File: src/rtl/detector_readout_word_parser_top_assert.svh
// Assertion macros used by the parser queue module.
`ifndef DETECTOR_READOUT_WORD_PARSER_TOP_ASSERT_SVH
`define DETECTOR_READOUT_WORD_PARSER_TOP_ASSERT_SVH
// Checks that prop holds at every edge outside reset.
`define DRWP_ASSERT(lbl, prop, msg) \
  lbl: assert property (@(posedge clk) disable iff (!rst_n) (prop)) else $error(msg);
// Checks that cons holds in the cycle after ante.
`define DRWP_ASSERT_NEXT(lbl, ante, cons, msg) \
  lbl: assert property (@(posedge clk) disable iff (!rst_n) (ante) |=> (cons)) else $error(msg);
`endif

File: src/rtl/drwp_pkg.sv
`default_nettype none
package drwp_pkg;
  typedef enum logic [4:0] {
    PH_IDLE, PH_PCOUNT, PH_PID, PH_SKIP, PH_NODATA, PH_AHDR, PH_ACH, PH_AVAL,
    PH_EOB1, PH_EOB2, PH_THDR, PH_TEVN, PH_TSTART, PH_TSTLO, PH_TDATA, PH_TLO,
    PH_TSKIP, PH_TCOUNT
  } phase_t;

  typedef enum logic [2:0] {
    K_ADC1 = 3'd0, K_ADC2 = 3'd1, K_TSTART = 3'd2, K_TTIME = 3'd3, K_QDC = 3'd4,
    K_SUMMARY = 3'd5
  } kind_t;

  localparam logic CFG_PACKET_ID = 1'b0;
  localparam logic CFG_TDC_SLOT  = 1'b1;

  localparam logic [15:0] PACKET_ID_RST = 16'h5100;
  localparam logic [4:0]  TDC_SLOT_RST  = 5'd20;
  localparam logic [15:0] ALL_ONES      = 16'hFFFF;

  localparam logic [11:0] F_ADC1_NR  = 12'd1;
  localparam logic [11:0] F_ADC1_FF  = 12'd2;
  localparam logic [11:0] F_ADC2_NR  = 12'd4;
  localparam logic [11:0] F_ADC2_FF  = 12'd8;
  localparam logic [11:0] F_TDC_NR   = 12'd16;
  localparam logic [11:0] F_NO_START = 12'd128;
  localparam logic [11:0] F_CH_RANGE = 12'd256;
  localparam logic [11:0] F_EOB_ERR  = 12'd512;
  localparam logic [11:0] F_COUNT    = 12'd1024;
  localparam logic [11:0] F_SLOT     = 12'd2048;

  typedef struct packed {
    logic [15:0] word;
    logic        start;
    logic        is_ones;
    logic [1:0]  ctrl;
    logic        pid_match;
    logic        slot_match;
  } item_t;
endpackage
`default_nettype wire

File: src/rtl/detector_readout_word_parser_top.sv
// A word's request passes through the input stage, the queue and the output register after it is accepted.
// Throughput: one word per cycle; the parser takes one word each cycle the output is not stalled.
// Reset (rst_n low at a clock edge) empties the queue and output, waits for an event start,
// and loads packet_id 0x5100 and tdc_slot 20.
`default_nettype none
module detector_readout_word_parser_top
  import drwp_pkg::*;
#(
  parameter int TDC_CHANNELS = 64
) (
  input  wire logic         clk,
  input  wire logic         rst_n,
  input  wire logic         in_tvalid,
  output logic              in_tready,
  input  wire logic [15:0]  in_tdata,   // word
  input  wire logic         in_tuser,   // event_start
  output logic              out_tvalid,
  input  wire logic         out_tready,
  // channel, value, error_mask, multiplicity, hits_a, hits_b, hits_c, hits_d, zero pad
  output logic [111:0]      out_tdata,
  output logic [2:0]        out_tuser,  // kind
  input  wire logic         cfg_valid,
  output logic              cfg_ready,
  input  wire logic         cfg_addr,
  input  wire logic [15:0]  cfg_data
);
  logic        f_valid, q_ready, q_valid, q_pop;
  item_t       f_item, q_head;
  logic [6:0]  ch;
  logic [19:0] val;
  logic [11:0] msk;
  logic [7:0]  mul;
  logic [63:0] hits;

  assign cfg_ready = 1'b1;
  assign out_tdata = {1'b0, hits, mul, msk, val, ch};

  drwp_front u_front (
    .clk, .rst_n, .in_tvalid, .in_tready, .in_word(in_tdata), .in_start(in_tuser),
    .cfg_valid, .cfg_addr, .cfg_data, .f_valid, .f_ready(q_ready), .f_item
  );

  drwp_queue u_queue (
    .clk, .rst_n, .push(f_valid), .not_full(q_ready), .push_item(f_item),
    .pop(q_pop), .not_empty(q_valid), .head(q_head)
  );

  drwp_back #(.TDC_CHANNELS(TDC_CHANNELS)) u_back (
    .clk, .rst_n, .q_valid, .q_pop, .q_item(q_head), .out_tvalid, .out_tready,
    .out_kind(out_tuser), .out_channel(ch), .out_value(val), .out_mask(msk),
    .out_mult(mul), .out_hits(hits)
  );
endmodule
`default_nettype wire

File: src/rtl/drwp_front.sv
`default_nettype none
module drwp_front
  import drwp_pkg::*;
(
  input  wire logic        clk,
  input  wire logic        rst_n,
  input  wire logic        in_tvalid,
  output logic             in_tready,
  input  wire logic [15:0] in_word,
  input  wire logic        in_start,
  input  wire logic        cfg_valid,
  input  wire logic        cfg_addr,
  input  wire logic [15:0] cfg_data,
  output logic             f_valid,
  input  wire logic        f_ready,
  output item_t            f_item
);
  logic [15:0] packet_id_r;
  logic [4:0]  tdc_slot_r;
  logic        v_r;
  item_t       item_r;

  assign in_tready = !v_r || f_ready;
  assign f_valid   = v_r;
  assign f_item    = item_r;

  always_ff @(posedge clk) begin
    if (!rst_n) begin
      packet_id_r <= PACKET_ID_RST;
      tdc_slot_r  <= TDC_SLOT_RST;
    end else if (cfg_valid) begin
      if (cfg_addr == CFG_PACKET_ID) packet_id_r <= cfg_data;
      else tdc_slot_r <= cfg_data[4:0];
    end
  end

  always_ff @(posedge clk) begin
    if (!rst_n) begin
      v_r <= 1'b0;
    end else if (in_tready) begin
      v_r <= in_tvalid;
    end
  end

  always_ff @(posedge clk) begin
    if (in_tready && in_tvalid) begin
      item_r.word       <= in_word;
      item_r.start      <= in_start;
      item_r.is_ones    <= (in_word == ALL_ONES);
      item_r.ctrl       <= in_word[6:5];
      item_r.pid_match  <= (in_word == packet_id_r);
      item_r.slot_match <= (in_word[15:11] == tdc_slot_r);
    end
  end
endmodule
`default_nettype wire

File: src/rtl/drwp_queue.sv
`default_nettype none
module drwp_queue
  import drwp_pkg::*;
(
  input  wire logic  clk,
  input  wire logic  rst_n,
  input  wire logic  push,
  output logic       not_full,
  input  item_t      push_item,
  input  wire logic  pop,
  output logic       not_empty,
  output item_t      head
);
  item_t      mem_r [2];
  logic       wp_r;
  logic       rp_r;
  logic [1:0] cnt_r;
  logic       do_push;
  logic       do_pop;

  assign not_full  = (cnt_r != 2'd2);
  assign not_empty = (cnt_r != 2'd0);
  assign head      = mem_r[rp_r];
  assign do_push   = push && not_full;
  assign do_pop    = pop && not_empty;

  always_ff @(posedge clk) begin
    if (!rst_n) begin
      wp_r  <= 1'b0;
      rp_r  <= 1'b0;
      cnt_r <= 2'd0;
    end else begin
      if (do_push) wp_r <= !wp_r;
      if (do_pop) rp_r <= !rp_r;
      cnt_r <= cnt_r + {1'b0, do_push} - {1'b0, do_pop};
    end
  end

  always_ff @(posedge clk) begin
    if (do_push) mem_r[wp_r] <= push_item;
  end

  `include "detector_readout_word_parser_top_assert.svh"
  `DRWP_ASSERT(a_cnt_bound, cnt_r != 2'd3, "queue count out of range")
  `DRWP_ASSERT(a_no_pop_empty, !(pop && !not_empty), "pop from empty queue")
  `DRWP_ASSERT_NEXT(a_push_grow, do_push && !do_pop, cnt_r == $past(cnt_r) + 2'd1, "push lost")
endmodule
`default_nettype wire

File: src/rtl/drwp_back.sv
`default_nettype none
module drwp_back
  import drwp_pkg::*;
#(
  parameter int TDC_CHANNELS = 64
) (
  input  wire logic    clk,
  input  wire logic    rst_n,
  input  wire logic    q_valid,
  output logic         q_pop,
  input  item_t        q_item,
  output logic         out_tvalid,
  input  wire logic    out_tready,
  output logic [2:0]   out_kind,
  output logic [6:0]   out_channel,
  output logic [19:0]  out_value,
  output logic [11:0]  out_mask,
  output logic [7:0]   out_mult,
  output logic [63:0]  out_hits
);
  localparam logic [7:0] TDC_LIM = 8'(TDC_CHANNELS);

  phase_t      phase_r, phase_nxt;
  logic [15:0] ev_r, ev_nxt, pk_r, pk_nxt, pairs_r, pairs_nxt;
  logic [5:0]  bw_r, bw_nxt;
  logic [6:0]  pch_r, pch_nxt;
  logic [3:0]  phi_r, phi_nxt;
  logic [11:0] flags_r, flags_nxt, pflag_r, pflag_nxt;
  logic [7:0]  hcnt_r, hcnt_nxt;
  logic [63:0] hits_r, hits_nxt;
  logic [1:0]  blk_r, blk_nxt;
  logic        ov_r;
  logic [2:0]  kind_r, kind_nxt;
  logic [6:0]  ch_r, ch_nxt;
  logic [19:0] val_r, val_nxt;
  logic [11:0] msk_r, msk_nxt;
  logic [7:0]  mul_r, mul_nxt;
  logic [63:0] oh_r, oh_nxt;
  logic        emit, again, last, adv;
  logic [15:0] w;
  logic [19:0] t;

  assign adv = q_valid && (!ov_r || out_tready);
  assign q_pop = adv;
  assign w = q_item.word;
  assign t = {phi_r, w};
  assign out_tvalid = ov_r;
  assign out_kind = kind_r;
  assign out_channel = ch_r;
  assign out_value = val_r;
  assign out_mask = msk_r;
  assign out_mult = mul_r;
  assign out_hits = oh_r;

  always_comb begin
    phase_nxt = phase_r; ev_nxt = ev_r; pk_nxt = pk_r; pairs_nxt = pairs_r;
    bw_nxt = bw_r; pch_nxt = pch_r; phi_nxt = phi_r; flags_nxt = flags_r;
    pflag_nxt = pflag_r; hcnt_nxt = hcnt_r; hits_nxt = hits_r; blk_nxt = blk_r;
    emit = 1'b0; again = 1'b0; last = (pk_r == 16'd1);
    kind_nxt = 3'd0; ch_nxt = 7'd0; val_nxt = 20'd0; msk_nxt = 12'd0;
    mul_nxt = 8'd0; oh_nxt = 64'd0;
    if (q_item.start) begin
      ev_nxt = (w == 16'd0) ? 16'd0 : w - 16'd1;
      phase_nxt = (ev_nxt != 16'd0) ? PH_PCOUNT : PH_IDLE;
    end else if (phase_r != PH_IDLE) begin
      if (phase_r == PH_PCOUNT) begin
        pk_nxt = (w == 16'd0) ? 16'd0 : w - 16'd1;
        phase_nxt = (pk_nxt != 16'd0) ? PH_PID : PH_PCOUNT;
      end else begin
        if (phase_r >= PH_NODATA && pflag_r != 12'd0) begin
          if (q_item.is_ones) flags_nxt = flags_nxt | pflag_r;
          pflag_nxt = 12'd0;
        end
        again = 1'b1;
        for (int i = 0; i < 3; i++) begin
          if (again) begin
            again = 1'b0;
            unique case (phase_nxt)
              PH_PID: begin
                if (q_item.pid_match) begin
                  flags_nxt = 12'd0; hcnt_nxt = 8'd0; pairs_nxt = 16'd0;
                  hits_nxt = 64'd0; blk_nxt = 2'd0; pflag_nxt = 12'd0;
                  bw_nxt = 6'd0; phase_nxt = PH_NODATA;
                end else begin
                  phase_nxt = PH_SKIP;
                end
              end
              PH_NODATA, PH_AHDR: begin
                if (phase_nxt == PH_NODATA && w[9]) begin
                  phase_nxt = PH_AHDR;
                end else if (phase_nxt == PH_NODATA || q_item.is_ones || last) begin
                  again = (phase_nxt == PH_AHDR);
                  if (blk_nxt == 2'd0) flags_nxt = flags_nxt | F_ADC1_NR;
                  else if (blk_nxt == 2'd1) flags_nxt = flags_nxt | F_ADC2_NR;
                  if (blk_nxt == 2'd0) begin
                    blk_nxt = 2'd1; phase_nxt = PH_NODATA;
                  end else if (blk_nxt == 2'd1) phase_nxt = PH_THDR;
                  else phase_nxt = PH_SKIP;
                end else begin
                  bw_nxt = w[13:8];
                  phase_nxt = (bw_nxt != 6'd0) ? PH_ACH : PH_EOB1;
                end
              end
              PH_ACH: begin
                pch_nxt = {1'b0, w[5:0]};
                phase_nxt = PH_AVAL;
              end
              PH_AVAL: begin
                if (w[13:12] == 2'd0 && pch_r < 7'd32) begin
                  emit = 1'b1;
                  kind_nxt = (blk_r == 2'd2) ? 3'(K_QDC) : {1'b0, blk_r};
                  ch_nxt = pch_r; val_nxt = {8'd0, w[11:0]};
                end
                bw_nxt = bw_r - 6'd1;
                phase_nxt = (bw_nxt != 6'd0) ? PH_ACH : PH_EOB1;
              end
              PH_EOB1: phase_nxt = PH_EOB2;
              PH_EOB2: begin
                pflag_nxt = (blk_r == 2'd0) ? F_ADC1_FF :
                            ((blk_r == 2'd1) ? F_ADC2_FF : 12'd0);
                if (blk_r == 2'd0) begin
                  blk_nxt = 2'd1; phase_nxt = PH_NODATA;
                end else if (blk_r == 2'd1) phase_nxt = PH_THDR;
                else phase_nxt = PH_SKIP;
              end
              PH_THDR: begin
                if (q_item.is_ones || last || q_item.ctrl != 2'd2) begin
                  flags_nxt = flags_nxt | F_TDC_NR;
                  emit = 1'b1; kind_nxt = 3'(K_SUMMARY); msk_nxt = flags_nxt;
                  blk_nxt = 2'd2; phase_nxt = PH_NODATA; again = 1'b1;
                end else begin
                  hcnt_nxt = 8'd0; pairs_nxt = 16'd0; hits_nxt = 64'd0;
                  if (!q_item.slot_match) flags_nxt = flags_nxt | F_SLOT;
                  phase_nxt = PH_TEVN;
                end
              end
              PH_TEVN: phase_nxt = PH_TSTART;
              PH_TSTART: begin
                if (q_item.ctrl == 2'd0) begin
                  if (w[7]) begin
                    pch_nxt = w[14:8]; phi_nxt = w[3:0]; phase_nxt = PH_TSTLO;
                  end else begin
                    flags_nxt = flags_nxt | F_NO_START;
                    pairs_nxt = pairs_nxt + 16'd1; phase_nxt = PH_TSKIP;
                  end
                end else begin
                  phase_nxt = PH_TDATA; again = 1'b1;
                end
              end
              PH_TSTLO: begin
                emit = 1'b1; kind_nxt = 3'(K_TSTART); ch_nxt = pch_r; val_nxt = t;
                pairs_nxt = pairs_r + 16'd1; phase_nxt = PH_TDATA;
              end
              PH_TDATA: begin
                if (q_item.ctrl == 2'd0) begin
                  if ({1'b0, w[14:8]} < TDC_LIM) begin
                    pch_nxt = w[14:8]; phi_nxt = w[3:0]; phase_nxt = PH_TLO;
                  end else begin
                    flags_nxt = flags_nxt | F_CH_RANGE;
                    pairs_nxt = pairs_nxt + 16'd1; phase_nxt = PH_TSKIP;
                  end
                end else if (q_item.ctrl == 2'd1) begin
                  if (w[10:8] != 3'd0) flags_nxt = flags_nxt | F_EOB_ERR;
                  phase_nxt = PH_TCOUNT;
                end else begin
                  emit = 1'b1; kind_nxt = 3'(K_SUMMARY); msk_nxt = flags_nxt;
                  mul_nxt = hcnt_nxt; oh_nxt = hits_nxt;
                  blk_nxt = 2'd2; phase_nxt = PH_NODATA; again = 1'b1;
                end
              end
              PH_TLO: begin
                if (hcnt_r != 8'd255) hcnt_nxt = hcnt_r + 8'd1;
                pairs_nxt = pairs_r + 16'd1;
                if (!pch_r[6]) hits_nxt[pch_r[5:0]] = (t != 20'd0);
                emit = 1'b1; kind_nxt = 3'(K_TTIME); ch_nxt = pch_r; val_nxt = t;
                phase_nxt = PH_TDATA;
              end
              PH_TSKIP: phase_nxt = PH_TDATA;
              PH_TCOUNT: begin
                if (w != pairs_r) flags_nxt = flags_nxt | F_COUNT;
                emit = 1'b1; kind_nxt = 3'(K_SUMMARY); msk_nxt = flags_nxt;
                mul_nxt = hcnt_r; oh_nxt = hits_r;
                blk_nxt = 2'd2; phase_nxt = PH_NODATA;
              end
              default: ;
            endcase
          end
        end
        if (pk_nxt != 16'd0) pk_nxt = pk_nxt - 16'd1;
        if (pk_nxt == 16'd0) phase_nxt = PH_PCOUNT;
      end
      if (ev_nxt != 16'd0) ev_nxt = ev_nxt - 16'd1;
      if (ev_nxt == 16'd0) phase_nxt = PH_IDLE;
    end
  end

  always_ff @(posedge clk) begin
    if (!rst_n) begin
      phase_r <= PH_IDLE; ev_r <= '0; pk_r <= '0; pairs_r <= '0; bw_r <= '0;
      pch_r <= '0; phi_r <= '0; flags_r <= '0; pflag_r <= '0; hcnt_r <= '0;
      hits_r <= '0; blk_r <= '0; ov_r <= 1'b0;
    end else begin
      if (adv) begin
        phase_r <= phase_nxt; ev_r <= ev_nxt; pk_r <= pk_nxt; pairs_r <= pairs_nxt;
        bw_r <= bw_nxt; pch_r <= pch_nxt; phi_r <= phi_nxt; flags_r <= flags_nxt;
        pflag_r <= pflag_nxt; hcnt_r <= hcnt_nxt; hits_r <= hits_nxt; blk_r <= blk_nxt;
      end
      if (adv && emit) ov_r <= 1'b1;
      else if (out_tready) ov_r <= 1'b0;
    end
  end

  always_ff @(posedge clk) begin
    if (adv && emit) begin
      kind_r <= kind_nxt; ch_r <= ch_nxt; val_r <= val_nxt;
      msk_r <= msk_nxt; mul_r <= mul_nxt; oh_r <= oh_nxt;
    end
  end
endmodule
`default_nettype wire

File: config.mk
export PLATFORM = sky130hd
export DESIGN_NAME = detector_readout_word_parser_top
export DESIGN_NICKNAME = d
export VERILOG_FILES = /design/src/rtl/drwp_pkg.sv /design/src/rtl/detector_readout_word_parser_top.sv /design/src/rtl/drwp_front.sv /design/src/rtl/drwp_queue.sv /design/src/rtl/drwp_back.sv
export VERILOG_INCLUDE_DIRS = /design/src /design/src/rtl
export SDC_FILE = /design/constraint.sdc
export NUM_CORES = 1
export LEC_CHECK = 0
export BUFFER_PORTS_ARGS = -buffer_cell sky130_fd_sc_hd__buf_2
export CORE_MARGIN = 1
export CORE_UTILIZATION = 62
export DETAILED_ROUTE_END_ITERATION = 7
export PLACE_DENSITY = 0.9
export SETUP_SLACK_MARGIN = 0.05
export SYNTH_ARGS = -nofsm -noshare
export SYNTH_HDL_FRONTEND = slang
export SYNTH_SLANG_ARGS = --single-unit
File: constraint.sdc
create_clock -name clk -period 23.2 [get_ports clk]
set_clock_uncertainty 0.15 [all_clocks]
set_input_delay 2.32 -clock clk [delete_from_list [all_inputs] [get_ports clk]]
set_output_delay 2.32 -clock clk [all_outputs]
set_load 0.005 [all_outputs]
==> run summary, run 1 <==
At the pin with the least slew margin, the transition time is 1260 ps. The count of final setup violators came out at 0. The share of post-route cells with drive strength above 1 came out at a little over an eighth.

The post-detailed-route count of antenna-violating nets came out at 0. Entering global routing, the biggest net connects between 80 and 90 pins. The highest ir drop seen on vdd came out at 0.0872 mV. The H-tree level count came out at 2. The data required time of the critical path came out at 23220 ps. The estimated wirelength of the detail-placed design came out at 41900 um. Cells fill 70.8% of the core in the end. Clock latency on the worst-skew pair, taken at its later pin, is 560 ps.

The register clock-pin slew on the reported worst setup and hold paths is 60 ps. The starting density of the core is 63.7%. The synthesized cell area is 19700 um2. The die boundary height is 180 um. Traced cell by cell, the critical path runs through mux2i_1 -> nand3_2 -> nor4_1 -> a211o_1 -> a41o_1 -> nor4b_4 -> a221oi_4 -> nor3_2 -> a21oi_4 -> buf_4. The type of the tightest min-delay check is flop to flop. After routing, the total negative slack on setup checks comes to 0 ps. The number of buffers created by CTS is 39. The post-layout minimum cycle time came out at 6730 ps. The flow ran to the end, and the final reports show no timing, DRC or antenna violations. The proportion of synthesized chip area in sequential cells is a little under half. Setup repair after global routing left no endpoint under its margin. Buffers added to address setup during post-CTS repair amount to 0. The longest individual stage delay on the worst path is 1000 ps.

The flip-flop cell with the highest count after synthesis is dfxtp_1. The detailed-route vias per instance is 6.76. The number of DRC violations after detailed-routing iteration 0 is 2896. The final layout contains routed wiring with a total length of 62500 um. The unique cell type count in the Yosys netlist is 96. The core area came out at 30900 um2. The total via count in the routed design is 18800. The overall global routing resource usage came out at a little under two fifths. The congestion estimate from routability-driven global placement came to 1.01. The power density over the cells came out at 81.5 nW/um2. Each instance of the synthesized netlist takes up on average 8.66 um2.

Hold repair after CTS inserted 0 buffers. The critical path launch point type is a flop. The residual DRC count is 0. The clock sink count is 370. The number of global-route vias before repair came out at 17400. TritonCTS built the clock tree.

The max-slew violation count came out at 0. The cell count after synthesis is roughly 2300. The clock tree buffer depth came out at 3. Summed over all cells, the static leakage comes to 7.75 nW. Data arrives at the worst endpoint at 6750 ps. From left edge to right edge, the die measures 180 um. The final layout net count is 2401.

The root cell of the clock tree is clkbuf_16. The first detailed-routing pass took 6 iterations. The number of synthesized flops with an enable pin came out at 174. The critical path class is flop to flop. The number of antenna diodes is 0. The number of nets in the synthesized netlist is around 2300. The share of the clock period used by the worst path after layout is 29.0%.

The cell family contributing the most delay on the critical path is compound AO/OA/AOI/OAI gates. Timing would allow up to 149 MHz. The number of port buffers is approximately 150. The number of hold violations in the final report was 0. The number of ports placed on the die boundary came out at 157. The average routed wire per standard cell is between 20 and 25 um.

The count of synthesis-stage warnings from yosys is 0. The first global-routing pass estimated 96300 um of wire. The area growth from synthesis to layout came out at 11.1%. The tool flagged a number of max-cap violations equal to 0.

The initial antenna violation count is 0. For this run, asynchronously set or reset flops after synthesis account for 0%. The global-route congestion overflow total is 0. The total of flip-flops plus latches after synthesis came out at 370.

The worst pin sits at a relative slew slack of 15.8%. The overall die area came out at 32500 um2. The number of gates resized after CTS is 0. The slowest stage cell on the critical path is dfxtp_2. Together, buffers and inverters on the worst path number 1. STA classifies the critical path endpoint as a flop.

The worst-path maximum fanout is 82. The number of cell rows is 64.
## through the flow
stage	cell area (um2)	total power, mW	worst slack (ps)	hold WS [ps]	std cells
6_report	21900	1.78	16470	298	2777
5_1_grt	21900	1.84	16210	304	2777
4_1_cts	21900	1.77	16660	297	2777
3_5_place_dp	20600	1.16	16690	284	2706
3_3_place_gp	20600	1.15	16980	274	2706
2_1_floorplan	19700	1.04	13590	271	2274
## layer usage
| layer | GRT usage, % | wire length [um] |
|---|---|---|
| met5 | 0 | 0 |
| met4 | 16.4 | 2680 |
| met3 | 8.67 | 7290 |
| met2 | 58.6 | 27700 |
| met1 | 50.3 | 24800 |
## placed cells by master (no fill, tap or decap), drive strengths merged, types with 14 or more instances in the layout
cell type  count
clkinv        21
clkbuf        46
and3          26
nor2b         14
nand2        357
and2          18
dfxtp        196
a22o          69
xnor2         41
nand3b        15
nor2         294
nand4         15
o21ai        168
buf          181
nor3          55
nand2b        19
a31oi         19
nor4          35
a21oi        207
nand3         65
a22oi         92
edfxtp       174
mux2i         25
xor2          14
inv           31
## area by class of cell
cell class              count  area (um2)
clock inverters            25         190
flip-flops and latches    370        9150
well taps                 396         495
repair buffers            181         973
inverters                  29         111
multi-input cells        1730        9910
clock buffers              46        1040
fillers                  2307        9030
## flip-flops by register name, summed over array words and instances (netlist names), 8 cells and up, named ones only
name	cells
u_back.ev_r	16
u_back.flags_r	12
u_back.hcnt_r	8
u_back.hits_r	64
u_back.out_hits	64
u_back.out_mask	12
u_back.out_mult	8
u_back.out_value	20
u_back.pairs_r	16
u_back.pflag_r	12
u_back.pk_r	16
u_front.f_item	20
u_front.packet_id_r	16
u_queue.mem_r	40
## power breakdown
part	internal (mW)	leakage (nW)	switching (mW)	total (mW)
sequential	0.708	3.46	0.0450	0.753
combinational	0.146	3.68	0.270	0.416
clock	0.346	0.614	0.268	0.614
## worst reg2reg max path: cells and delay by family, from the launching register on
| family | cells | cell delay (ps) |
|---|---|---|
| AOI/OAI and AO/OA | 4 | 2120 |
| and+or+nand+nor | 4 | 1290 |
| DFF | 1 | 1000 |
| buffers and inverters | 1 | 920 |
| muxes | 1 | 740 |
## path summary, 6_finish.rpt
| path | from | end | slack (ps) | depth (start not counted) |
|---|---|---|---|---|
| worst max-delay path | flop | u_back.out_hits[32] | 16470 | 10 |
| worst min-delay path | u_front.f_item[8] | u_queue.mem_r[0][8] | 300 | 0 |
| worst max register to register | flop | u_back.out_hits[32] | 16470 | 10 |
| worst min register to register | u_front.f_item[8] | u_queue.mem_r[0][8] | 300 | 0 |
## kinds of logic after synthesis
group	Yosys count	synth area share [%]
AOI/OAI and AO/OA	657	21.6
xor gates and xnor gates	55	2.45
adders and majority gates	11	0.699
buffers and inverters	174	3.65
DFF	370	46.5
muxes	31	1.73
other	2	0.0382
and+or+nand+nor	974	23.4
## Yosys cell counts (all sizes together), types with 25 or more instances
cell    count  share of area [%]
a21oi     207                5.3
a22o       69                3.1
a22oi      92                3.5
and3       26               0.83
buf        33               0.96
clkbuf    112                2.1
dfxtp     196                 20
edfxtp    174                 27
inv        28               0.53
mux2i      25                1.4
nand2     357                6.8
nand3      65                1.7
nor2      294                5.6
nor3       55                1.5
nor4       35                1.5
o21ai     168                4.3
xnor2      41                1.8
(Power assumes the default switching activity.)
==> inputs of run 2 (changes only) <==
CORE_UTILIZATION = 61   (was 62)
PLACE_DENSITY = 0.89   (was 0.9)
clock period = 6.8 ns   (was 23.2 ns; I/O delays follow)
==> run summary, run 2 (synthesis results as in run 1) <==
The path class of the tightest hold or removal check is primary input to flop. On the final layout, the worst hold slack is 173 ps. The setup path with the least slack is of type flop to flop.

The first global-routing pass estimated 96300 um of wire. The routed design could run at a clock period as short as roughly 5300 ps. The post-route netlist has 13.3% of its cells at a drive strength greater than 1. Sequential cells burn 39.7% of the power. Setup total negative slack on the finished layout was measured at 0 ps.

The residual DRC count came out at 0. After clock tree synthesis, the repair step resized 0 gates. The number of cells traversed by the worst hold path is 1. The average routed wire per standard cell came out at 22.5 um. The area growth from synthesis to layout is 12.5%.

The number of port buffers is roughly 150. The global placer's final weighted congestion is about 1. The die boundary height came out at around 180 um. The count of nets left with antenna violations once routing finished came out at 0. The detailed route wirelength on metal2 is 28500 um. The number of global-route vias before repair came out at 17300. The clock group share of total power came out at 38.7%. The initial antenna violation count was 0.

The data required time of the critical path is 6840 ps. The final non-filler cell total came out at 2781. The final standard cell area without fillers is ~22000 um2. The leading cell type in the layout, fill and taps excluded is nand2_1.

In this run the top signal layer used is met4. Net switching is 31.0% of the power. The number of antenna diodes came out at 0. After clock tree synthesis, the setup repair step added 0 buffers. The worst setup path is captured at a flop. The number of fill cells came out at 2298.

The global-route congestion overflow total is 0. Dividing the final minimum period by the clock period gives 77.4%. The detailed-route vias per instance is slightly below 7. After floorplanning, the core was divided into 65 placement rows. Setup repair after global routing left no endpoint under its margin. The count of cells along the worst register-to-register path came out at 10. The overall die area is 33000 um2. Across all layers, the routed design uses 18800 vias. After detailed placement, the total cell area comes to 20600 um2. The count of final setup violators came out at 0. The root buffer cell chosen for the clock tree is clkbuf_16. The count of maximum capacitance violations is 0.

The power density over the cells is 292 nW/um2. The maximum clock frequency is between 150 and 200 MHz. The max-slew violation count came out at 0. The measured slew at the worst slew-check pin came out at 1190 ps. The fraction of the core area covered by cells at the end of the flow is 70.0%.

The routed design has 62700 um of wire. After detailed routing, the wire length on met1 is around 24000 um. The core region is 31600 um2. The register clock-pin slew on the reported worst setup and hold paths came out at 60 ps. The headroom to the max-slew limit is 20.5%.

The final layout net count came out at 2398. The overall global routing resource usage came out at 37.1%. The run finished with clean final reports.

The clock tree buffer depth is 3. The number of DRC violations after detailed-routing iteration 0 is 2988. TritonCTS built the clock tree. The initial utilization of the core area, before any placement, comes to 62.2%. In this run, CTS created clock tree buffers numbering 39. Summed over all nets, wire length on met3 after detailed routing comes to 7560 um. The number of iterations in the first detailed-routing pass is 6.

The pin count of the biggest net entering global routing came out at 98. The critical path launch point type is a flop. The estimated wirelength of the detail-placed design came out at 42200 um. The number of hold violations in the final report is 0. Clock tree synthesis found a total of 370 sinks. The internal power is 4.46 mW.

The part of the power in combinational logic came out at 21.5%. The arrival time at the worst endpoint came out at 5300 ps. The number of ports placed on the die boundary came out at 157.

VDD sags by at most 0.264 mV. In the layout the commonest cells are nand2_1 (356), nor2_1 (290), a21oi_1 (205). After clock tree synthesis, the flow added hold-fix buffers numbering 0. The H-tree level count came out at 2. The worst-path maximum fanout came out at 90. The static leakage is 7.85 nW. The post-placement cell count came out at ~2700. The later pin in the worst-skew pair is clocked with a latency of ~550 ps. The switching power summed over all nets is 2.00 mW. The floorplan die width came out at 182 um.
==> run 2: cell count changes in the layout (fill, tap and decap cells not counted), moves of 2 or more <==
cell,delta
clkinv_2,-2
buf_4,-4
clkbuf_16,+2
inv_6,-2
clkbuf_1,-4
clkinvlp_4,+3
bufinv_16,+9
clkinv_1,-4
==> run 2: worst max-delay path, cell delays in order, from the launching register on <==
cell and delay [ps]:
dfxtp_2 960, mux2i_1 710, nand3_2 260, nor4_1 640
a211o_1 180, a41o_1 400, nor4b_4 140, a221oi_4 570
nor3_2 160, a21oi_4 210, buf_12 390
==> run 2: per-layer routing <==
layer  vias to the layer above  track usage, %
met1                      8802            50.4
met5                         -               0
li1                       8400               -
met4                         0            14.6
met2                      1408            58.3
met3                       214            7.64
==> run 2: final cells by class <==
type / instances / area (um2) / area share, %
clock inverters: 29 / 444 / 2.01
clock buffers: 43 / 1060 / 4.81
inverters: 29 / 111 / 0.503
well taps: 402 / 503 / 2.27
flip-flops and latches: 370 / 9150 / 41.3
repair buffers: 178 / 963 / 4.35
multi-input cells: 1730 / 9910 / 44.7
==> run 2: worst paths after layout <==
path / slack, ps / endpoint / start
max reg2reg: 1540 / u_back.out_hits[39] / flop
min: 170 / u_front.f_item[5] / in_tuser
max: 1540 / u_back.out_hits[39] / flop
min reg2reg: 290 / u_queue.mem_r[1][0] / u_front.f_item[0]
==> run 2: stage by stage <==
stage,power [mW],worst slack (ps)
floorplan,3.56,253
global placement,3.91,1860
detailed placement,3.94,1760
CTS,6.41,1710
global route,6.67,1320
finish,6.46,1540
==> run 2: power groups by stage <==
stage               Clock [mW]  Combinational (mW)  Sequential (mW)
floorplan                    0                1.04             2.52
global placement             0                1.31             2.60
detailed placement           0                1.34             2.61
CTS                       2.50                1.35             2.56
global route              2.59                1.50             2.58
finish                    2.50                1.39             2.57
